<file path="config.mk">
export PLATFORM = sky130hd
export DESIGN_NAME = nearest_neighbor_set_builder_flat
export DESIGN_NICKNAME = d
export VERILOG_FILES = /design/src/sv/nnsb_pkg.sv /design/src/sv/nnsb_in_if.sv /design/src/sv/nnsb_out_if.sv /design/src/sv/nnsb_ram.sv /design/src/sv/nnsb_cfg.sv /design/src/sv/nnsb_select.sv /design/src/sv/nearest_neighbor_set_builder.sv /design/src/flat_wrapper.sv
export SDC_FILE = /design/constraint.sdc
export NUM_CORES = 2
export LEC_CHECK = 0
export BUFFER_PORTS_ARGS = -buffer_cell sky130_fd_sc_hd__buf_4
export CAP_MARGIN = 20
export CORE_MARGIN = 1.5
export CORE_UTILIZATION = 45
export DETAILED_ROUTE_END_ITERATION = 16
export GPL_TIMING_DRIVEN = 1
export REMOVE_ABC_BUFFERS = 1
export SYNTH_ARGS = -nofsm -noshare
export SYNTH_HDL_FRONTEND = slang
export SYNTH_HIERARCHICAL = 1
export SYNTH_SLANG_ARGS = --single-unit
export TNS_END_PERCENT = 100
</file>
<file path="constraint.sdc">
create_clock -name clk -period 6.4 [get_ports clk]
set_input_delay 1.28 -clock clk [delete_from_list [all_inputs] [get_ports clk]]
set_output_delay 1.28 -clock clk [all_outputs]
set_load 0.01 [all_outputs]
</file>
<file path="src/sv/nnsb_pkg.sv">
// Shared types and constants of the nearest-neighbour set builder.
// No dependencies; every other file of the block but nnsb_ram imports this package.
`default_nettype none
package nnsb_pkg;

  // Field widths that the external interface fixes
  localparam int COST_W = 32;
  localparam int ROW_W  = 6;
  localparam int MASK_W = 64;

  // Configuration registers
  localparam int VC_W       = 7;
  localparam int NG_W       = 6;
  localparam int CFG_DATA_W = 32;
  localparam int CFG_ADDR_W = 3;
  localparam int CFG_IDX_W  = 1;

  localparam logic [CFG_IDX_W-1:0] REG_VERTEX_COUNT = 1'd0;
  localparam logic [CFG_IDX_W-1:0] REG_NG_SIZE      = 1'd1;

  localparam logic [VC_W-1:0] VC_RESET = 7'd64;
  localparam logic [NG_W-1:0] NG_RESET = 6'd8;

  // Defaults of the top-level parameters
  localparam int MAX_VERTICES_DEF = 64;
  localparam int COST_BITS_DEF    = 32;

  // Effective configuration: clamped vertex count and clipped set size
  typedef struct packed {
    logic [VC_W-1:0] n;
    logic [NG_W-1:0] k;
  } cfg_t;

  // Request to the selection engine
  typedef struct packed {
    logic            start;
    logic [VC_W-1:0] n;
    logic [NG_W-1:0] k;
  } sel_req_t;

  // Response of the selection engine; mask holds after done until next start
  typedef struct packed {
    logic              done;
    logic [MASK_W-1:0] mask;
  } sel_rsp_t;

endpackage
`default_nettype wire

</file>
<file path="src/sv/nnsb_in_if.sv">
// Cost request channel: valid/ready handshake carrying one cost.
// Depends on nnsb_pkg.
`default_nettype none
interface nnsb_in_if;
  import nnsb_pkg::*;

  logic              valid;
  logic              ready;
  logic [COST_W-1:0] cost;

  modport source (output valid, output cost, input ready);
  modport sink   (input valid, input cost, output ready);
endinterface
`default_nettype wire

</file>
<file path="src/sv/nnsb_out_if.sv">
// Result request channel: valid/ready handshake carrying row index and mask.
// Depends on nnsb_pkg.
`default_nettype none
interface nnsb_out_if;
  import nnsb_pkg::*;

  logic              valid;
  logic              ready;
  logic [ROW_W-1:0]  row_index;
  logic [MASK_W-1:0] neighbor_mask;

  modport source (output valid, output row_index, output neighbor_mask, input ready);
  modport sink   (input valid, input row_index, input neighbor_mask, output ready);
endinterface
`default_nettype wire

</file>
<file path="src/sv/nnsb_ram.sv">
// Generic single-write, single-read synchronous RAM with registered read data.
// No dependencies.
`default_nettype none
module nnsb_ram #(
  parameter int W     = 32,
  parameter int DEPTH = 64
) (
  input  wire logic                     clk,
  input  wire logic                     we,
  input  wire logic [$clog2(DEPTH)-1:0] waddr,
  input  wire logic [W-1:0]             wdata,
  input  wire logic                     re,
  input  wire logic [$clog2(DEPTH)-1:0] raddr,
  output logic      [W-1:0]             rdata
);

  logic [W-1:0] mem [DEPTH];

  always_ff @(posedge clk) begin
    if (we) begin
      mem[waddr] <= wdata;
    end
    if (re) begin
      rdata <= mem[raddr];
    end
  end

endmodule
`default_nettype wire

</file>
<file path="src/sv/nnsb_cfg.sv">
// APB-style configuration registers; derives the clamped vertex count and
// the clipped neighbourhood size. Depends on nnsb_pkg.
`default_nettype none
module nnsb_cfg #(
  parameter int MAX_VERTICES = 64
) (
  input  wire logic                                clk,
  input  wire logic                                rst_n,
  input  wire logic                                psel,
  input  wire logic                                penable,
  input  wire logic                                pwrite,
  input  wire logic [nnsb_pkg::CFG_ADDR_W-1:0]     paddr,
  input  wire logic [nnsb_pkg::CFG_DATA_W-1:0]     pwdata,
  output logic      [nnsb_pkg::CFG_DATA_W-1:0]     prdata,
  output logic                                     pready,
  output nnsb_pkg::cfg_t                           cfg
);
  import nnsb_pkg::*;

  logic [VC_W-1:0]      vc_r, vc_nxt;
  logic [NG_W-1:0]      ng_r, ng_nxt;
  logic [CFG_IDX_W-1:0] reg_idx;
  logic                 wr_en;
  logic [VC_W-1:0]      n_eff;
  logic [VC_W-1:0]      n_m1;

  assign pready  = 1'b1;
  assign reg_idx = paddr[CFG_ADDR_W-1:2];
  assign wr_en   = psel && penable && pwrite;

  always_comb begin
    vc_nxt = vc_r;
    ng_nxt = ng_r;
    if (wr_en) begin
      case (reg_idx)
        REG_VERTEX_COUNT: vc_nxt = pwdata[VC_W-1:0];
        REG_NG_SIZE:      ng_nxt = pwdata[NG_W-1:0];
        default: ;
      endcase
    end
  end

  always_ff @(posedge clk) begin
    if (!rst_n) begin
      vc_r <= VC_RESET;
      ng_r <= NG_RESET;
    end else begin
      vc_r <= vc_nxt;
      ng_r <= ng_nxt;
    end
  end

  always_comb begin
    case (reg_idx)
      REG_VERTEX_COUNT: prdata = CFG_DATA_W'(vc_r);
      REG_NG_SIZE:      prdata = CFG_DATA_W'(ng_r);
      default:          prdata = '0;
    endcase
  end

  // Clamp N to 2..MAX_VERTICES, clip k to N-1
  always_comb begin
    if (vc_r < VC_W'(2)) begin
      n_eff = VC_W'(2);
    end else if (vc_r > VC_W'(MAX_VERTICES)) begin
      n_eff = VC_W'(MAX_VERTICES);
    end else begin
      n_eff = vc_r;
    end
    n_m1  = n_eff - VC_W'(1);
    cfg.n = n_eff;
    cfg.k = (VC_W'(ng_r) > n_m1) ? n_m1[NG_W-1:0] : ng_r;
  end

endmodule
`default_nettype wire

</file>
<file path="src/sv/nnsb_select.sv">
// Selection engine: k passes over the stored row, each finding the cheapest
// vertex not yet chosen (lower index wins ties); k of 0 or N-1 needs no pass. Depends on nnsb_pkg.
`default_nettype none
module nnsb_select #(
  parameter int MAX_VERTICES = 64,
  parameter int COST_BITS    = 32
) (
  input  wire logic                              clk,
  input  wire logic                              rst_n,
  input  wire nnsb_pkg::sel_req_t                req,
  output nnsb_pkg::sel_rsp_t                     rsp,
  output logic                                   ram_re,
  output logic      [$clog2(MAX_VERTICES)-1:0]   ram_raddr,
  input  wire logic [COST_BITS-1:0]              ram_rdata
);
  import nnsb_pkg::*;

  localparam int AW = $clog2(MAX_VERTICES);

  typedef enum logic [2:0] {
    S_IDLE = 3'b001,
    S_RUN  = 3'b010,
    S_FIN  = 3'b100
  } sel_st_t;

  sel_st_t                 st_r, st_nxt;
  logic [VC_W-1:0]         n_r, n_nxt;
  logic [NG_W-1:0]         k_r, k_nxt;
  logic [NG_W-1:0]         left_r, left_nxt;
  logic [AW-1:0]           rd_idx_r, rd_idx_nxt;
  logic [AW-1:0]           rd_j_r, rd_j_nxt;
  logic                    rd_vld_r, rd_vld_nxt;
  logic                    best_vld_r, best_vld_nxt;
  logic [COST_BITS-1:0]    best_cost_r, best_cost_nxt;
  logic [AW-1:0]           best_j_r, best_j_nxt;
  logic [MAX_VERTICES-1:0] chosen_r, chosen_nxt;
  logic [MAX_VERTICES-1:0] all_mask;
  logic [VC_W-1:0]         n_m1;
  logic [VC_W-1:0]         req_n_m1;
  logic [AW-1:0]           last_idx;
  logic                    take;
  logic                    pass_end;
  logic [AW-1:0]           cand_j;

  assign n_m1     = n_r - VC_W'(1);
  assign req_n_m1 = req.n - VC_W'(1);
  assign last_idx = n_m1[AW-1:0];

  // Every vertex 1..N-1 when the whole row is the neighbourhood
  always_comb begin
    for (int j = 0; j < MAX_VERTICES; j++) begin
      all_mask[j] = (j != 0) && (VC_W'(j) < req.n);
    end
  end

  assign take = (st_r == S_RUN) && rd_vld_r && !chosen_r[rd_j_r] &&
                (!best_vld_r || (ram_rdata < best_cost_r));
  assign pass_end = (st_r == S_RUN) && rd_vld_r && (rd_j_r == last_idx);
  assign cand_j   = take ? rd_j_r : best_j_r;

  assign ram_re    = (st_r == S_RUN);
  assign ram_raddr = rd_idx_r;

  always_comb begin
    st_nxt        = st_r;
    n_nxt         = n_r;
    k_nxt         = k_r;
    left_nxt      = left_r;
    rd_idx_nxt    = rd_idx_r;
    rd_j_nxt      = rd_j_r;
    rd_vld_nxt    = 1'b0;
    best_vld_nxt  = best_vld_r;
    best_cost_nxt = best_cost_r;
    best_j_nxt    = best_j_r;
    chosen_nxt    = chosen_r;
    case (st_r)
      S_IDLE: begin
        if (req.start) begin
          n_nxt        = req.n;
          k_nxt        = req.k;
          left_nxt     = req.k;
          rd_idx_nxt   = AW'(1);
          best_vld_nxt = 1'b0;
          if (req.k == '0) begin
            chosen_nxt = '0;
            st_nxt     = S_FIN;
          end else if (VC_W'(req.k) == req_n_m1) begin
            chosen_nxt = all_mask;
            st_nxt     = S_FIN;
          end else begin
            chosen_nxt = '0;
            st_nxt     = S_RUN;
          end
        end
      end
      S_RUN: begin
        // Issue one read a cycle, wrapping from N-1 back to vertex 1
        rd_idx_nxt = (rd_idx_r == last_idx) ? AW'(1) : rd_idx_r + AW'(1);
        rd_j_nxt   = rd_idx_r;
        rd_vld_nxt = 1'b1;
        if (take) begin
          best_vld_nxt  = 1'b1;
          best_cost_nxt = ram_rdata;
          best_j_nxt    = rd_j_r;
        end
        if (pass_end) begin
          chosen_nxt[cand_j] = 1'b1;
          best_vld_nxt       = 1'b0;
          left_nxt           = left_r - NG_W'(1);
          if (left_r == NG_W'(1)) begin
            st_nxt = S_FIN;
          end
        end
      end
      S_FIN: begin
        st_nxt = S_IDLE;
      end
      default: begin
        st_nxt = S_IDLE;
      end
    endcase
  end

  always_ff @(posedge clk) begin
    if (!rst_n) begin
      st_r       <= S_IDLE;
      rd_vld_r   <= 1'b0;
      best_vld_r <= 1'b0;
      left_r     <= '0;
    end else begin
      st_r       <= st_nxt;
      rd_vld_r   <= rd_vld_nxt;
      best_vld_r <= best_vld_nxt;
      left_r     <= left_nxt;
    end
  end

  always_ff @(posedge clk) begin
    n_r         <= n_nxt;
    k_r         <= k_nxt;
    rd_idx_r    <= rd_idx_nxt;
    rd_j_r      <= rd_j_nxt;
    best_cost_r <= best_cost_nxt;
    best_j_r    <= best_j_nxt;
    chosen_r    <= chosen_nxt;
  end

  assign rsp.done = (st_r == S_FIN);
  assign rsp.mask = MASK_W'(chosen_r);

  // A finished set holds exactly k vertices
  a_count_k: assert property (@(posedge clk) disable iff (!rst_n)
    (st_r == S_FIN) |-> ($countones(chosen_r) == int'(k_r)))
    else $error("neighbour set size differs from k");

  // Passes remain whenever the engine runs
  a_left_nonzero: assert property (@(posedge clk) disable iff (!rst_n)
    (st_r == S_RUN) |-> (left_r != '0))
    else $error("selection running with no passes left");

  // Each pass ends with a candidate found
  a_pass_has_winner: assert property (@(posedge clk) disable iff (!rst_n)
    pass_end |-> (best_vld_r || take))
    else $error("selection pass ended without a candidate");

endmodule
`default_nettype wire

</file>
<file path="src/sv/nearest_neighbor_set_builder.sv">
// Result: the request carrying the last cost of a row starts the selection; when k is 0
//   or k = N-1 the set needs no scan pass, else the engine makes k scan passes.
// Throughput: a row is loaded one cost a cycle, then the selection passes run over the
//   row memory's single read port; no cost is taken while they run or a finished set waits.
// Reset (synchronous, rst_n low): row 0, load position 1, vertex_count 64, ng_size 8.
//   The row memory is not cleared; every row overwrites the entries it uses.
`default_nettype none
module nearest_neighbor_set_builder #(
  parameter int MAX_VERTICES = nnsb_pkg::MAX_VERTICES_DEF,
  parameter int COST_BITS    = nnsb_pkg::COST_BITS_DEF
) (
  input  wire logic                            clk,
  input  wire logic                            rst_n,
  nnsb_in_if.sink                              in_ch,
  nnsb_out_if.source                           out_ch,
  input  wire logic                            psel,
  input  wire logic                            penable,
  input  wire logic                            pwrite,
  input  wire logic [nnsb_pkg::CFG_ADDR_W-1:0] paddr,
  input  wire logic [nnsb_pkg::CFG_DATA_W-1:0] pwdata,
  output logic      [nnsb_pkg::CFG_DATA_W-1:0] prdata,
  output logic                                 pready
);
  import nnsb_pkg::*;

  localparam int AW = $clog2(MAX_VERTICES);

  typedef enum logic [2:0] {
    ST_LOAD = 3'b001,
    ST_SEL  = 3'b010,
    ST_HOLD = 3'b100
  } top_st_t;

  top_st_t                 st_r, st_nxt;
  logic [AW-1:0]           pos_r, pos_nxt;
  logic [AW-1:0]           row_r, row_nxt;
  logic [ROW_W-1:0]        sel_row_r, sel_row_nxt;
  logic                    out_valid_r, out_valid_nxt;
  logic [ROW_W-1:0]        out_row_r, out_row_nxt;
  logic [MASK_W-1:0]       out_mask_r, out_mask_nxt;

  cfg_t                    cfg;
  sel_req_t                sel_req;
  sel_rsp_t                sel_rsp;
  logic                    accept;
  logic                    row_end;
  logic [VC_W-1:0]         pos_inc;
  logic [VC_W-1:0]         row_inc;
  logic                    out_load;
  logic [COST_BITS+COST_W-1:0] cost_ext;
  logic                    ram_re;
  logic [AW-1:0]           ram_raddr;
  logic [COST_BITS-1:0]    ram_rdata;

  // Configuration registers
  nnsb_cfg #(
    .MAX_VERTICES (MAX_VERTICES)
  ) u_cfg (
    .clk     (clk),
    .rst_n   (rst_n),
    .psel    (psel),
    .penable (penable),
    .pwrite  (pwrite),
    .paddr   (paddr),
    .pwdata  (pwdata),
    .prdata  (prdata),
    .pready  (pready),
    .cfg     (cfg)
  );

  // Load side: store each cost at the current position of the row
  assign accept   = in_ch.valid && in_ch.ready;
  assign in_ch.ready = (st_r == ST_LOAD);
  assign pos_inc  = VC_W'(pos_r) + VC_W'(1);
  assign row_inc  = VC_W'(row_r) + VC_W'(1);
  // The row ends at position N-1, or early if N shrank below the position
  assign row_end  = (pos_inc >= cfg.n);
  assign cost_ext = {{COST_BITS{1'b0}}, in_ch.cost};

  nnsb_ram #(
    .W     (COST_BITS),
    .DEPTH (MAX_VERTICES)
  ) u_row_mem (
    .clk   (clk),
    .we    (accept),
    .waddr (pos_r),
    .wdata (cost_ext[COST_BITS-1:0]),
    .re    (ram_re),
    .raddr (ram_raddr),
    .rdata (ram_rdata)
  );

  assign sel_req.start = accept && row_end;
  assign sel_req.n     = cfg.n;
  assign sel_req.k     = cfg.k;

  nnsb_select #(
    .MAX_VERTICES (MAX_VERTICES),
    .COST_BITS    (COST_BITS)
  ) u_select (
    .clk       (clk),
    .rst_n     (rst_n),
    .req       (sel_req),
    .rsp       (sel_rsp),
    .ram_re    (ram_re),
    .ram_raddr (ram_raddr),
    .ram_rdata (ram_rdata)
  );

  // Move a finished set into the output register once it is free or draining;
  // the engine holds its mask while we wait
  assign out_load = ((st_r == ST_SEL && sel_rsp.done) || (st_r == ST_HOLD)) &&
                    (!out_valid_r || out_ch.ready);

  always_comb begin
    st_nxt        = st_r;
    pos_nxt       = pos_r;
    row_nxt       = row_r;
    sel_row_nxt   = sel_row_r;
    out_valid_nxt = out_valid_r;
    out_row_nxt   = out_row_r;
    out_mask_nxt  = out_mask_r;

    if (out_ch.ready) begin
      out_valid_nxt = 1'b0;
    end
    if (out_load) begin
      out_valid_nxt = 1'b1;
      out_row_nxt   = sel_row_r;
      out_mask_nxt  = sel_rsp.mask;
    end

    case (st_r)
      ST_LOAD: begin
        if (accept) begin
          if (row_end) begin
            // Close the row: hand it to the engine and advance to the next vertex
            pos_nxt     = AW'(1);
            sel_row_nxt = ROW_W'(row_r);
            row_nxt     = (row_inc >= cfg.n) ? '0 : row_inc[AW-1:0];
            st_nxt      = ST_SEL;
          end else begin
            pos_nxt = pos_inc[AW-1:0];
          end
        end
      end
      ST_SEL: begin
        if (sel_rsp.done) begin
          st_nxt = out_load ? ST_LOAD : ST_HOLD;
        end
      end
      ST_HOLD: begin
        if (out_load) begin
          st_nxt = ST_LOAD;
        end
      end
      default: begin
        st_nxt = ST_LOAD;
      end
    endcase
  end

  always_ff @(posedge clk) begin
    if (!rst_n) begin
      st_r        <= ST_LOAD;
      pos_r       <= AW'(1);
      row_r       <= '0;
      out_valid_r <= 1'b0;
    end else begin
      st_r        <= st_nxt;
      pos_r       <= pos_nxt;
      row_r       <= row_nxt;
      out_valid_r <= out_valid_nxt;
    end
  end

  always_ff @(posedge clk) begin
    sel_row_r  <= sel_row_nxt;
    out_row_r  <= out_row_nxt;
    out_mask_r <= out_mask_nxt;
  end

  assign out_ch.valid         = out_valid_r;
  assign out_ch.row_index     = out_row_r;
  assign out_ch.neighbor_mask = out_mask_r;

  // The engine only finishes a set that the load side handed over
  a_done_in_sel: assert property (@(posedge clk) disable iff (!rst_n)
    sel_rsp.done |-> (st_r == ST_SEL))
    else $error("selection finished outside the select phase");

  // The last cost of a row starts the selection
  a_row_end_starts: assert property (@(posedge clk) disable iff (!rst_n)
    (accept && row_end) |=> (st_r == ST_SEL))
    else $error("row end did not start selection");

  // Waiting on a set is only needed while the output register is occupied
  a_hold_needs_full: assert property (@(posedge clk) disable iff (!rst_n)
    (st_r == ST_HOLD) |-> out_valid_r)
    else $error("holding a set while the output register is empty");

endmodule
`default_nettype wire

</file>
<file path="src/flat_wrapper.sv">
// flat-port wrapper written by rule: the top's interface ports become plain ports
module nearest_neighbor_set_builder_flat import nnsb_pkg::*;
#(
  parameter int MAX_VERTICES = nnsb_pkg::MAX_VERTICES_DEF,
  parameter int COST_BITS    = nnsb_pkg::COST_BITS_DEF
)
  (clk, rst_n, psel, penable, pwrite, paddr, pwdata, prdata, pready, in_ch_valid, in_ch_cost, in_ch_ready, out_ch_valid, out_ch_row_index, out_ch_neighbor_mask, out_ch_ready);
  nnsb_in_if in_ch_i ();
  nnsb_out_if out_ch_i ();
  input  wire logic clk;
  input  wire logic rst_n;
  input  wire logic psel;
  input  wire logic penable;
  input  wire logic pwrite;
  input  wire logic [nnsb_pkg::CFG_ADDR_W-1:0] paddr;
  input  wire logic [nnsb_pkg::CFG_DATA_W-1:0] pwdata;
  output logic      [nnsb_pkg::CFG_DATA_W-1:0] prdata;
  output logic pready;
  input wire logic [$bits(in_ch_i.valid)-1:0] in_ch_valid;
  input wire logic [$bits(in_ch_i.cost)-1:0] in_ch_cost;
  output wire logic [$bits(in_ch_i.ready)-1:0] in_ch_ready;
  output wire logic [$bits(out_ch_i.valid)-1:0] out_ch_valid;
  output wire logic [$bits(out_ch_i.row_index)-1:0] out_ch_row_index;
  output wire logic [$bits(out_ch_i.neighbor_mask)-1:0] out_ch_neighbor_mask;
  input wire logic [$bits(out_ch_i.ready)-1:0] out_ch_ready;
  assign in_ch_i.valid = in_ch_valid;
  assign in_ch_i.cost = in_ch_cost;
  assign in_ch_ready = in_ch_i.ready;
  assign out_ch_valid = out_ch_i.valid;
  assign out_ch_row_index = out_ch_i.row_index;
  assign out_ch_neighbor_mask = out_ch_i.neighbor_mask;
  assign out_ch_i.ready = out_ch_ready;
  nearest_neighbor_set_builder #(.MAX_VERTICES(MAX_VERTICES), .COST_BITS(COST_BITS)) u_core (.clk(clk), .rst_n(rst_n), .in_ch(in_ch_i), .out_ch(out_ch_i), .psel(psel), .penable(penable), .pwrite(pwrite), .paddr(paddr), .pwdata(pwdata), .prdata(prdata), .pready(pready));
endmodule
</file>
After elaboration in Yosys (flattened, before gate mapping)
Memories as Yosys holds them, arrays and structs flattened. A register that Yosys moved wholly into a read port is not among the register bits. Cells that the tools add are included.

Register bits after elaboration: 236. Bits in writable memories: 2048. Bits of input ports: 74. Output and inout bits: 105. Logic and storage cells: 192. Memories kept: 1.

Memory list: u_core.u_row_mem.mem (depth 64, width 32, rd ports 1, clocked after memory_dff 1, write ports 1, RTL line nnsb_ram.sv:17) `logic [W-1:0] mem [DEPTH];`.

$add $sub $neg: 6. $lt $le $gt $ge: 72. Equality and inequality tests: 18. Muxes and demuxes: 43. Bitwise logic cells: 2. Reductions and logical operators: 31.

Operator list (count): 64-bit two-way mux (4); 6-bit by 7-bit less-than comparator with 1-bit output, first input constant (32); 64-bit one-hot mux with 2 select lines (1); 5-bit by 7-bit less-than comparator with 1-bit output, first input constant (16); 64-bit bitwise OR (1); 32-bit one-hot mux with 2 select lines (1); 4-bit by 7-bit less-than comparator with 1-bit output, first input constant (8); 6-bit two-way mux (8); 32-bit less-than comparator (1); 3-bit two-way mux (10); 3-bit by 7-bit less-than comparator with 1-bit output, first input constant (4); 6-bit one-hot mux with 2 select lines (2); 6-bit by 1-bit adder with 7-bit output, second input constant (2); 7-bit greater-or-equal comparator (2); 2-bit by 7-bit less-than comparator with 1-bit output, first input constant (2); 6-bit by 7-bit less-than comparator with 1-bit output, second input constant (2); 7-bit two-way mux (2); 6-bit == test (2); 2-bit AND reduction (6); 3-bit AND reduction (4); 6-bit by 1-bit subtractor with 6-bit output, second input constant (2); 1-bit logical AND (11); 1-bit two-way mux (10); 3-bit one-hot mux with 3 select lines (1); 25 further kinds (38).

Longest topological paths before layout
Depth in word-level cells: 13. Depth in mapped cells: 22. Depth with buffers taken out: 20.

Cells and area by module
The synthesis kept the hierarchy.

Modules (own cells, without submodules): nnsb_ram (instances 1, cells an instance 3324, area an instance 78835.6 sq um, sequential area each 62459.9 sq um); nnsb_select (instances 1, cells an instance 916, area an instance 8918.6 sq um, sequential area each 3823.7 sq um); nearest_neighbor_set_builder (instances 1, cells an instance 221, area an instance 3449.6 sq um, sequential area each 2602.5 sq um); nnsb_cfg (instances 1, cells an instance 140, area an instance 1138.6 sq um, sequential area each 260.2 sq um).

Worst setup path after synthesis
OpenSTA, ideal clock, no wires.

Path type: flip-flop to flip-flop. Start: reg u_core.u_cfg.vc_r[3]. End: reg u_core.u_select.chosen_r[0], enable pin. Setup time: 0.418 ns. Arrival time: 4.626 ns. Required time: 5.982 ns. Path slack: 1.356 ns. Cell stages (with the launch flop): 16. Path buffers: 2. Period minus slack after synthesis: 5.044 ns. Path through: dfxtp_1 -> nor4_1 -> nand2b_1 -> nand3_1 -> inv_1 -> ha_1 -> nor2b_1 -> o21ai_0 -> a41oi_2 -> nor2_1 -> and2_1 -> or2_2 -> clkbuf_1 -> nand2_1 -> clkbuf_1 -> inv_1.

RTL lines: from (decl) (RTL line nnsb_cfg.sv:20) `logic [VC_W-1:0] vc_r, vc_nxt;`; from (signal assigned) (RTL line nnsb_cfg.sv:48) `vc_r <= vc_nxt;`; to (signal assigned) (RTL line nnsb_select.sv:145) `chosen_r <= chosen_nxt;`; to (decl) (RTL line nnsb_select.sv:36) `logic [MAX_VERTICES-1:0] chosen_r, chosen_nxt;`.

==> reports/metrics.yaml <==
dp_slack_ns: 1.13
start_util_pct: 45.2
yosysMostFrequentCell: "edfxtp_1"
synthCells: 4601
placed_cells: 7281
post_drt_wl_per_cell_um: 30.3
synth_ff_type: "edfxtp_1"
r2r_slack_ns: 0.96
async_flop_share_pct: 0
cts_resized: 0
reg2reg_from: "u_core/u_cfg/vc_r[3]"
seqPwrFrac_pct: 54.8
die_x_um: 456
p_per_area_nw_per_um2: 292
antenna_left: 0
tritoncts: "built"
root_buffer: "clkbuf_16"
slew_headroom_pct: 27.0
final_layout_size_suffix_gt1_share_pct: 25.0
finalCritPeriodShare_pct: 85.0
die_h_um: 456
vias_per_cell: 6.10
dp_hpwl_um: 132000
finalNonFillerCells: 7722
portBuffers: 125
drtIter0Drc: 5659
nFillCells: 16200
crit_path_max_fanout: 8
gp_congestion: 0.875
worstPathArrival_ns: 6.04
switching_share_pct: 20.3
synthToLayoutAreaGrowth_pct: 13.0
power_switching_mw: 6.21
fp.dieArea_um2: 208000
end_kind: "flip-flop"
synth_warnings: 6
critPathKind: "reg -> reg"
nets: 4961
grt_max_degree: 113
cts_num_sinks: 2316
avgSynthCellArea_um2: 20.1
worst_pin_slew_ns: 1.09
crit_path_start_kind: "flip-flop"
ys_ff_latch: 2316
maxCapViolCount: 0
core-area_um2: 204000
grt_pass1_vias: 47200
setup_viol: 0
clk_pin_slew_worst_paths_ns: 0.06
synthTopCellsByCount: "edfxtp_1, mux4_2, nor2_1, nand2_1, clkbuf_1"
timing_hold_violations_final: 0
worstSkewPairLatency_ns: 0.87
cp-startpoint: "u_core/u_cfg/vc_r[3]"
peakVddDrop_mv: 0.231
rsz0062_at_grt: "false"
wirelength_um: 234000
critPathCapture: "u_core/u_select/chosen_r[55]"
p_leak_nw: 33.2
finalClockSkew_ns: 0.0841
numCtsBuffers: 230
slew_viol_final: 0
critical_path_required_ns: 7.01
io-pin-count: 179
vias: 47100
rows: 166
grt_first_pass_wirelength_um: 336000
grt_use_total_pct: 22.3
synth_area_leader_cell: "edfxtp_1"
reg2reg_depth: 19
cts_setup_buffers: 0
combinationalPowerShare_pct: 1.8
synth-seq-area-share_pct: 74.9
status: "finished clean"
r2r_end: "u_core/u_select/chosen_r[55]"
dr.pass1.iters: 5
yosys.area.top_type_share_pct: 74.0
fin_crit_ns: 5.44
yosys-top-cells-area: "edfxtp_1, mux4_2, mux2i_1"
drc_errors: 0
setup_slack_ns: 0.963
synth_edf_count: 2276
antenna_found_initial: 11
power_frac_clock_pct: 43.4
power_mw: 30.5
hp-class: "reg -> reg"
internal-power_mw: 24.3
synth_cell_type_count: 82
grt_overflow_total: 0
cts-htree-levels: 4
synthesis.area_um2: 92300
clk_path_buf_depth: 3
fmax_mhz: 184
cts-hold-fix-buffers: 0
==> state kept, by name, summed over array words and instances (netlist names), 7 cells and up <==
register and flops:
u_core/u_row_mem/mem 2048, u_core/out_ch.neighbor_mask 64, u_core/u_select/chosen_r 64, u_core/u_row_mem/rdata 32, u_core/u_select/best_cost_r 32, u_core/u_cfg/vc_r 7
==> power by group through the flow <==
stage | clock (mW) | sequential, mW | combinational (mW)
floorplan | 0 | 17.0 | 0.191
global placement | 0 | 17.0 | 0.539
detailed placement | 0 | 17.0 | 0.558
CTS | 13.5 | 16.7 | 0.558
global route | 14.0 | 16.7 | 0.593
finish | 13.2 | 16.7 | 0.553
==> area by class of cell <==
class                      count  area (µm²)  share of cell area [%]
clock inverter               148        1430                    1.37
inverter                      61         231                   0.222
clock buffer                 279        5980                    5.73
antenna                       12        30.0                  0.0288
timing repair buffer         265        2130                    2.04
multi-input combinational   1953       22100                    21.1
tap                         2688        3360                    3.22
sequential                  2316       69100                    66.2
==> routing by layer <==
| layer | wire [µm] | GRT usage (%) | share of wire (%) | vias to the layer above |
|---|---|---|---|---|
| met4 | 5660 | 5.55 | 2.4 | 10 |
| met5 | 67 | 0 | 0.029 | - |
| met3 | 18700 | 4.39 | 8.0 | 339 |
| met2 | 110000 | 34.6 | 47 | 1935 |
| li1 | - | - | - | 19500 |
| met1 | 99900 | 32.6 | 43 | 25300 |
==> worst max-delay path, stage by stage, from the launching register on <==
cell and delay [ns]:
dfxtp_1 0.36, nor4_1 0.46, nand2b_1 0.10, nand3_1 0.15, ha_1 0.27, nand3_1 0.10
o21a_1 0.12, o22ai_1 0.18, ha_1 0.29, a21o_1 0.18, a211oi_1 0.31, a311o_1 0.40
mux2i_1 0.40, xnor2_1 0.16, xnor2_1 0.14, o31ai_1 0.23, nand4_1 0.43, or2_2 0.55
a2bb2oi_1 0.17, o311ai_0 0.17
==> how the worst min path moves through the flow <==
stage	startpoint	end	slack, ns	cells after the start
floorplan	u_core/sel_row_r[0]	u_core/out_ch.row_index[0]	0.40	0
global placement	u_core/sel_row_r[3]	u_core/out_ch.row_index[3]	0.41	0
detailed placement	u_core/sel_row_r[5]	u_core/out_ch.row_index[5]	0.40	0
CTS	u_core/sel_row_r[4]	u_core/out_ch.row_index[4]	0.42	0
global route	u_core/sel_row_r[5]	u_core/out_ch.row_index[5]	0.43	0
finish	u_core/sel_row_r[5]	u_core/out_ch.row_index[5]	0.42	0
==> placed cells by master (no fill, tap or decap), drive strengths merged, types with 10 or more instances in the layout <==
cell type  instances
buf              264
dfxtp             40
o311ai            56
mux4             558
xnor2             23
clkbuf           280
nand2b            19
nand4             12
a211oi            10
mux2i            111
a32oi             16
edfxtp          2276
nand3             98
or3               22
clkinv           118
nand3b            14
inv               65
nor2b             38
a21o              11
nand2            147
o21ai             26
ha                60
diode             12
o211ai            10
conb              26
nor2             247
mux2              16
a22oi             47
o22ai             94
o221ai            28
and3              10
xor2              12
nor3              21
bufinv            21
a21oi            105
==> cell families (layout without fill, tap and decap cells) <==
group / count (synthesis) / count (layout) / synth area share [%]
XOR/XNOR: 37 / 37 / 0.381
buffers and inverters: 356 / 753 / 1.86
multiplexers: 685 / 685 / 15.0
flip-flops: 2316 / 2316 / 74.9
adder cells (fa/ha/maj): 60 / 60 / 0.813
AO/OA/AOI/OAI: 469 / 469 / 3.58
AND/OR/NAND/NOR: 676 / 676 / 3.44
other: 2 / 38 / 0.00813
==> through the flow <==
step                      cell area [µm²]  util (%)  TNS [ns]  hold WS, ns
final                              104000      51.1         0        0.417
after floorplan                     90900         -   -595.13        0.400
after CTS                          104000      51.0         0        0.419
after global routing               104000      51.1         0        0.429
after detailed placement            96900      47.4         0        0.405
after global placement              96900      47.4         0        0.406
Power figures use the tool's default switching activity.
